$ cat src/rtl/scrd_pkg.sv
// Shared constants, types and tables for the spherical camera ray direction block.
// No dependencies; every other file in rtl/ imports this package.
package scrd_pkg;

    // Port field widths
    localparam int PT_W       = 32;
    localparam int LIM_W      = 16;
    localparam int RES_W      = 14;
    localparam int PIX_W      = 31;
    localparam int BASIS_W    = 48;
    localparam int COMP_W     = 16;
    localparam int CFG_IDX_W  = 3;
    localparam int CFG_DATA_W = 48;

    // Angle division: |point * limit| * 512 over pixel_size * resolution
    localparam int PROD_W = 47;
    localparam int PAD_W  = 9;
    localparam int MAG_W  = PROD_W + PAD_W;
    localparam int DEN_W  = PIX_W + RES_W;

    // Angles in degrees with 16 fraction bits, reduced to [0, 360)
    localparam int ANG_W = 25;
    localparam logic [ANG_W-1:0] ANG_FULL     = 25'd23592960;
    localparam logic [ANG_W-1:0] ANG_3QUARTER = 25'd17694720;
    localparam logic [ANG_W-1:0] ANG_HALF     = 25'd11796480;
    localparam logic [ANG_W-1:0] ANG_QUARTER  = 25'd5898240;

    // Rotation datapath: Q.30 samples, residual angle in Q.16 degrees
    localparam int Z_W      = 25;
    localparam int CW       = 34;
    localparam int FRAC     = 30;
    localparam int ATAN_LEN = 24;
    localparam logic signed [CW-1:0] CORDIC_GAIN = 34'sd652032874;

    localparam logic signed [Z_W-1:0] ATAN_DEG [ATAN_LEN] = '{
        25'sd2949120, 25'sd1740967, 25'sd919879, 25'sd466945,
        25'sd234379,  25'sd117304,  25'sd58666,  25'sd29335,
        25'sd14668,   25'sd7334,    25'sd3667,   25'sd1833,
        25'sd917,     25'sd458,     25'sd229,    25'sd115,
        25'sd57,      25'sd29,      25'sd14,     25'sd7,
        25'sd4,       25'sd2,       25'sd1,      25'sd0
    };

    // Configuration register indexes
    typedef enum logic [CFG_IDX_W-1:0] {
        CFG_HRES,
        CFG_VRES,
        CFG_PIXEL,
        CFG_AZIMUTH,
        CFG_ELEVATION,
        CFG_RIGHT,
        CFG_UP,
        CFG_BACK
    } t_cfg_idx;

    // Pipeline control handed to every stage group
    typedef struct packed {
        logic en;
        logic valid;
    } t_stage_ctl;

endpackage

$ cat src/rtl/scrd_cordic.sv
// Pipelined sine/cosine: quadrant fold, one rotation per stage, sign restore.
// Depends on scrd_pkg for the arctangent table and datapath widths.
module scrd_cordic import scrd_pkg::*; #(
    parameter int STAGES = 16
) (
    input  logic                  i_clk,
    input  logic                  i_rst_n,
    input  t_stage_ctl            i_ctl,
    input  logic [ANG_W-1:0]      i_angle,
    output logic                  o_valid,
    output logic signed [CW-1:0]  o_sin,
    output logic signed [CW-1:0]  o_cos
);

    localparam int N = (STAGES < ATAN_LEN) ? STAGES : ATAN_LEN;

    logic signed [ANG_W:0]   w_a;
    logic signed [ANG_W:0]   w_z0;
    logic                    w_neg0;

    logic                    r_v   [N+1];
    logic                    r_neg [N+1];
    logic signed [CW-1:0]    r_x   [N+1];
    logic signed [CW-1:0]    r_y   [N+1];
    logic signed [Z_W-1:0]   r_z   [N+1];

    logic signed [CW-1:0]    n_x [N];
    logic signed [CW-1:0]    n_y [N];
    logic signed [Z_W-1:0]   n_z [N];

    logic                    r_out_v;
    logic signed [CW-1:0]    r_sin;
    logic signed [CW-1:0]    r_cos;

    // Fold into [-90, 90] degrees
    assign w_a = signed'({1'b0, i_angle});

    always_comb begin
        if (i_angle <= ANG_QUARTER) begin
            w_z0   = w_a;
            w_neg0 = 1'b0;
        end else if (i_angle < ANG_3QUARTER) begin
            w_z0   = w_a - signed'({1'b0, ANG_HALF});
            w_neg0 = 1'b1;
        end else begin
            w_z0   = w_a - signed'({1'b0, ANG_FULL});
            w_neg0 = 1'b0;
        end
    end

    // One micro-rotation per stage
    for (genvar k = 0; k < N; k++) begin : g_rot
        logic signed [CW-1:0] w_xs;
        logic signed [CW-1:0] w_ys;

        assign w_xs = r_x[k] >>> k;
        assign w_ys = r_y[k] >>> k;
        assign n_x[k] = r_z[k][Z_W-1] ? (r_x[k] + w_ys) : (r_x[k] - w_ys);
        assign n_y[k] = r_z[k][Z_W-1] ? (r_y[k] - w_xs) : (r_y[k] + w_xs);
        assign n_z[k] = r_z[k][Z_W-1] ? (r_z[k] + ATAN_DEG[k]) : (r_z[k] - ATAN_DEG[k]);
    end

    // Advance valid bits
    always_ff @(posedge i_clk) begin
        if (!i_rst_n) begin
            for (int k = 0; k <= N; k++) begin
                r_v[k] <= 1'b0;
            end
            r_out_v <= 1'b0;
        end else if (i_ctl.en) begin
            r_v[0] <= i_ctl.valid;
            for (int k = 0; k < N; k++) begin
                r_v[k+1] <= r_v[k];
            end
            r_out_v <= r_v[N];
        end
    end

    // Advance payload; undo the half-turn fold at the end
    always_ff @(posedge i_clk) begin
        if (i_ctl.en) begin
            r_x[0]   <= CORDIC_GAIN;
            r_y[0]   <= '0;
            r_z[0]   <= w_z0[Z_W-1:0];
            r_neg[0] <= w_neg0;
            for (int k = 0; k < N; k++) begin
                r_x[k+1]   <= n_x[k];
                r_y[k+1]   <= n_y[k];
                r_z[k+1]   <= n_z[k];
                r_neg[k+1] <= r_neg[k];
            end
            r_sin <= r_neg[N] ? -r_y[N] : r_y[N];
            r_cos <= r_neg[N] ? -r_x[N] : r_x[N];
        end
    end

    assign o_valid = r_out_v;
    assign o_sin   = r_sin;
    assign o_cos   = r_cos;

endmodule

$ cat config.mk
export PLATFORM = sky130hd
export DESIGN_NAME = scrd_cordic
export DESIGN_NICKNAME = d
export VERILOG_FILES = /design/src/rtl/scrd_pkg.sv /design/src/rtl/scrd_cordic.sv
export SDC_FILE = /design/constraint.sdc
export NUM_CORES = 2
export LEC_CHECK = 0
export BUFFER_PORTS_ARGS = -buffer_cell sky130_fd_sc_hd__buf_2
export CAP_MARGIN = 0
export CORE_UTILIZATION = 40
export CTS_CLUSTER_DIAMETER = 40
export DETAILED_ROUTE_END_ITERATION = 16
export GPL_TIMING_DRIVEN = 0
export PLACE_DENSITY_LB_ADDON = 0.1
export SLEW_MARGIN = 0
export SYNTH_ARGS = -nofsm -noshare
export SYNTH_HDL_FRONTEND = slang
export SYNTH_SLANG_ARGS = --single-unit
$ cat constraint.sdc
create_clock -name i_clk -period 5.4 [get_ports i_clk]
set_input_delay 0.27 -clock i_clk [delete_from_list [all_inputs] [get_ports i_clk]]
set_output_delay 0.27 -clock i_clk [all_outputs]
set_load 0.03 [all_outputs]
Word level (Yosys, flattened, before mapping)
Memories as Yosys holds them, arrays and structs flattened. A register that Yosys moved wholly into a read port is not among the register bits.
Index checks and enable logic that the tools add are counted.
{"block": "word_totals", "reg_bits": 68, "ramBits": 1615, "input_bits": 29, "out_inout_bits": 69, "word_cells": 202, "n_memories": 5}
{"block": "classes", "add_sub_neg": 99, "n_lt_le_gt_ge": 2, "n_mux": 76, "n_bitwise": 17, "reduce_logical": 1}
{"name": "r_x", "depth": 17, "word_bits": 34, "read_ports": 17, "rd_clocked_by_memory_dff": 0, "wr": 17, "line_no": "scrd_cordic.sv:23", "rtl": "logic signed [CW-1:0] r_x [N+1];"}
{"name": "r_y", "depth": 17, "word_bits": 34, "read_ports": 17, "rd_clocked_by_memory_dff": 0, "wr": 17, "line_no": "scrd_cordic.sv:24", "rtl": "logic signed [CW-1:0] r_y [N+1];"}
{"name": "r_z", "depth": 17, "word_bits": 25, "read_ports": 16, "rd_clocked_by_memory_dff": 0, "wr": 17, "line_no": "scrd_cordic.sv:25", "rtl": "logic signed [Z_W-1:0] r_z [N+1];"}
{"name": "r_neg", "depth": 17, "word_bits": 1, "read_ports": 17, "rd_clocked_by_memory_dff": 0, "wr": 17, "line_no": "scrd_cordic.sv:22", "rtl": "logic r_neg [N+1];"}
{"name": "r_v", "depth": 17, "word_bits": 1, "read_ports": 17, "rd_clocked_by_memory_dff": 1, "wr": 17, "line_no": "scrd_cordic.sv:21", "rtl": "logic r_v [N+1];"}
{"operator": "$mux W34", "n": 34}
{"operator": "$mux W25", "n": 18}
{"operator": "$add A34 B19 Y34", "n": 2}
{"operator": "$add A34 B20 Y34", "n": 2}
{"operator": "$add A34 B21 Y34", "n": 2}
{"operator": "$add A34 B22 Y34", "n": 2}
{"operator": "$add A34 B23 Y34", "n": 2}
{"operator": "$add A34 B24 Y34", "n": 2}
{"operator": "$add A34 B25 Y34", "n": 2}
{"operator": "$add A34 B26 Y34", "n": 2}
{"operator": "$add A34 B27 Y34", "n": 2}
{"operator": "$add A34 B28 Y34", "n": 2}
{"operator": "$add A34 B29 Y34", "n": 2}
{"operator": "$add A34 B30 Y34", "n": 2}
{"operator": "$add A34 B31 Y34", "n": 2}
{"operator": "$add A34 B32 Y34", "n": 2}
{"operator": "$add A34 B33 Y34", "n": 2}
{"operator": "$neg A34 Y34", "n": 2}
{"operator": "$sub A34 B19 Y34", "n": 2}
{"operator": "$sub A34 B20 Y34", "n": 2}
{"operator": "$sub A34 B21 Y34", "n": 2}
{"operator": "$sub A34 B22 Y34", "n": 2}
{"operator": "$sub A34 B23 Y34", "n": 2}
{"operator": "$sub A34 B24 Y34", "n": 2}
{"operator": "50 further kinds", "n": 99}

Logic depth before layout (Yosys ltp)
{"block": "logic_depth", "word_depth": 4, "mapped_depth": 23, "ltp_nobuf": 23}

Least setup slack after synthesis
No wires, ideal clock.
{"block": "synth_path", "path_kind": "register to register", "from": "memory r_x[7][12] (netlist: r_x[0][250])", "to": "memory r_y[8][33] (netlist: r_y[0][305]) (data pin)", "setup_ns": 0.259, "t_arrival_ns": 4.490, "required_time_ns": 5.141, "slack_ns": 0.651, "path_stages_with_launch": 18, "path_buffers": 0, "period_less_slack_ns": 4.749, "path_cell_list": "edfxtp_1 -> or4_1 -> nor4b_1 -> and3_1 -> nor2b_1 -> nor2_1 -> xnor2_1 -> ha_1 -> nor2b_1 -> o21ai_0 -> o211ai_1 -> a221o_1 -> o41ai_1 -> nor2b_1 -> a311o_1 -> a21oi_1 -> a21oi_1 -> xnor2_1"}
{"item": "from (decl)", "line_no": "scrd_cordic.sv:23"}
{"item": "to (decl)", "line_no": "scrd_cordic.sv:24"}

==> metrics.cfg <==
[cells_and_area]
num-fill-cells=27572
post_layout_nonfiller_instances=16627
final_design_area_excluding_fillers_um2=135000
layout.nets=13851
layout-drive-gt1-share_pct=7.58
share_of_the_core_filled_with_cells_in_the_final_layout_pct=46.2
areaGrowthSynthToFinish_pct=14.5

[global_routing]
grt-ovfl-total=0
grt_pass1_vias=89224
grt_pass1_wl_um=500000
maximum_number_of_pins_on_one_net_before_global_route_repair=177
track_usage_pct=21.2
antenna_found_initial=5

[min_path]
hold-path-cell-count=2
hold_path.class=in2reg

[logic_synthesis]
warnings_from_yosys=0
netlist-cell-type-count=89
postSynthNetCount=13351
asr_flop_ratio_synth_pct=0
seq_area_frac_synth_pct=37.6
ys_ff_latch=1474
synthCells=11990
synth_enable_flop_cells=1473
synth_flop_cell=sky130_fd_sc_hd__edfxtp_1
synth_area_um2=118000
avgSynthCellArea_um2=9.82

[clock_tree]
clkSinkCount=1474
cts_tree=yes
max-clock-path-buffers=4
clk_transition_reported_paths_ns=0.05
later_pin_clock_latency_in_the_skew_report_ns=0.89
h-tree-depth=5
cts_buffer_count=282
clock-root-buffer=sky130_fd_sc_hd__clkbuf_16

[sta]
finalHoldViolations=0
min_period_over_period_pct=95.7
finalSetupViolCount=0
period_needed_ns=5.17
worstMarginPinSlew_ns=1.09
timing.clock.skew_ns=0.0529
max_freq_mhz=193
grt_setup_unrepaired=true
final.setup.tns_ns=0
slew_violations=0
relSlewSlack_pct=26.7

[floorplanning]
fp.coreArea_um2=292000
initial_utilization_pct=40.3
design.die.area_um2=297000
boundaryPins=98
number_of_rows_in_the_core_area=198
chip_height_um=545
die_x_um=545

[detailed_routing]
drt_iter0_markers=5839
via_count=91259
totalWireLength_um=321000
detail_route.drc_violations=0
post_drt_wl_per_cell_um=19.3
routed_via_density=5.49
detail-route-antenna-nets=0
drt_pass_1_iters=6

[setup_path]
reg2reg_depth=16
worst_ep_arrival_time_ns=5.75
cp-start-kind=register
critPathKind=reg2reg
critical_path_peak_fanout=5
critical_path.endpoint_type=register
worst-endpoint-required_ns=5.98

[place]
place_congestion=0.942
port_buffers=95
numPlacedInstances=15996
detailed_place_hpwl_um=255000
placed_cell_area_um2=123000

[flow_run]
drv_cap=0

[run_status]
run_status=complete, no violations

-- worst max-delay path, stage by stage, from the launching register on --
cell and delay (ns):
sky130_fd_sc_hd__edfxtp_1 0.53, sky130_fd_sc_hd__nor3_1 0.36, sky130_fd_sc_hd__nand2_1 0.16, sky130_fd_sc_hd__nor4_1 0.42, sky130_fd_sc_hd__and2_1 0.37, sky130_fd_sc_hd__a21oi_1 0.13, sky130_fd_sc_hd__xnor2_1 0.15, sky130_fd_sc_hd__ha_1 0.36
sky130_fd_sc_hd__a21oi_1 0.28, sky130_fd_sc_hd__nand2_1 0.11, sky130_fd_sc_hd__o41ai_2 0.49, sky130_fd_sc_hd__a21oi_1 0.21, sky130_fd_sc_hd__a311oi_1 0.48, sky130_fd_sc_hd__o21ai_0 0.29, sky130_fd_sc_hd__a21o_1 0.24, sky130_fd_sc_hd__a21oi_1 0.18
sky130_fd_sc_hd__xnor2_1 0.13
-- cell usage after synthesis (all sizes together) (174+ instances only) --
library cell	n	area (µm²)
ha	1288	16100
xor2	617	5400
a21o	615	4620
nand3	179	896
a21oi	1343	6720
o21bai	174	1310
nand2	578	2170
nor2b	175	1090
nand2b	198	1250
nor2	1000	3750
o21ai	534	2680
inv	545	2050
nor3	312	1570
edfxtp	1473	44200
xnor2	1195	10500
-- worst paths after layout --
check,end,startpoint,slack [ns]
max,r_y[0][267],r_x[0][213],0.23
min,r_z[0][0],i_angle[0],0.16
max reg2reg,r_y[0][267],r_x[0][213],0.23
min reg2reg,r_z[0][36],r_z[0][11],0.41
-- timing repair --
action	CTS	global route
setup buffers	22	54
resized for setup	98	146
endpoints found under the setup margin	267	138
hold buffers	32	0
pin swaps	0	13
cloned	8	0
endpoints found under the hold margin	124	0
-- area by class of cell --
type	instances	area, µm²	area share (%)
multi-input cells	9796	71600	53.1
diodes	6	15.0	0.0111
flip-flops and latches	1474	44300	32.8
well taps	3900	4880	3.62
clock buffers	318	7320	5.43
plain buffers	166	716	0.531
repair buffers	214	1710	1.27
inverters	548	2100	1.56
clock inverters	197	2140	1.58
repair inverters	8	40.0	0.0297
-- cell usage in the layout (no fill, tap or decap), types with 33 or more instances in the layout --
| cell | n |
|---|---|
| sky130_fd_sc_hd__buf_4 | 74 |
| sky130_fd_sc_hd__o21ai_0 | 519 |
| sky130_fd_sc_hd__xor2_1 | 614 |
| sky130_fd_sc_hd__a21o_1 | 615 |
| sky130_fd_sc_hd__nor4_1 | 76 |
| sky130_fd_sc_hd__clkinvlp_4 | 34 |
| sky130_fd_sc_hd__o21a_1 | 173 |
| sky130_fd_sc_hd__nand2b_1 | 197 |
| sky130_fd_sc_hd__nor3_1 | 296 |
| sky130_fd_sc_hd__a31oi_1 | 117 |
| sky130_fd_sc_hd__nor2_1 | 994 |
| sky130_fd_sc_hd__and3_1 | 114 |
| sky130_fd_sc_hd__o31ai_1 | 51 |
| sky130_fd_sc_hd__inv_6 | 36 |
| sky130_fd_sc_hd__or2_2 | 40 |
| sky130_fd_sc_hd__a211oi_1 | 89 |
| sky130_fd_sc_hd__o211ai_1 | 40 |
| sky130_fd_sc_hd__ha_1 | 1287 |
| sky130_fd_sc_hd__nand4_1 | 58 |
| sky130_fd_sc_hd__mux2i_1 | 57 |
| sky130_fd_sc_hd__edfxtp_1 | 1473 |
| sky130_fd_sc_hd__o41ai_1 | 40 |
| sky130_fd_sc_hd__clkinv_2 | 33 |
| sky130_fd_sc_hd__o21bai_1 | 174 |
| sky130_fd_sc_hd__a21oi_1 | 1335 |
| sky130_fd_sc_hd__nand2_1 | 578 |
| sky130_fd_sc_hd__nor2b_1 | 173 |
| sky130_fd_sc_hd__fa_1 | 44 |
| sky130_fd_sc_hd__inv_1 | 534 |
| sky130_fd_sc_hd__xnor2_1 | 1192 |
| sky130_fd_sc_hd__buf_2 | 105 |
| sky130_fd_sc_hd__clkbuf_1 | 122 |
| sky130_fd_sc_hd__clkinv_1 | 36 |
| sky130_fd_sc_hd__nand3_1 | 179 |
| sky130_fd_sc_hd__and2_1 | 75 |
| sky130_fd_sc_hd__mux2_2 | 52 |
| sky130_fd_sc_hd__or3_1 | 55 |
| sky130_fd_sc_hd__a21boi_0 | 45 |
| sky130_fd_sc_hd__clkbuf_16 | 288 |
-- through the flow --
| stage | setup WS, ns | hold WS [ns] |
|---|---|---|
| 2_1_floorplan | 0.651 | 0.369 |
| 3_3_place_gp | -19.79 | 0.401 |
| 3_5_place_dp | -1.25 | 0.405 |
| 4_1_cts | 0.00180 | 0.0807 |
| 5_1_grt | -0.0631 | 0.110 |
| 6_report | 0.232 | 0.160 |
-- logic make-up (layout without fill, tap and decap cells) --
group                      after synthesis  in the layout  synth area share, %
AOI/OAI and AO/OA                     3521           3521                 18.8
xor gates and xnor gates              1812           1812                 13.5
adders and majority gates             1332           1332                 14.4
buffers and inverters                  720           1451                 2.30
DFF                                   1474           1474                 37.6
muxes                                  110            110                0.990
other                                    0              6                    0
and+or+nand+nor                       3021           3021                 12.4
-- state kept, by name, indices dropped and copies added (netlist names) --
name / count
r_y: 511
r_x: 484
r_z: 376
o_cos: 34
o_sin: 34
r_neg: 17
r_v: 17
o_valid: 1
-- metal layers --
metal	wire length [µm]	global-route usage (%)	up-vias	share of wire [%]
met1	145000	27.8	43383	45
met3	14000	2.59	532	4.3
met2	151000	35.8	1879	47
met5	0	0	-	0
met4	11500	7.69	0	3.6
li1	-	-	45465	-
Power is left out: the tool's default activity adds up to more than one toggle a clock period on the data nets, which glitch-free logic cannot reach.
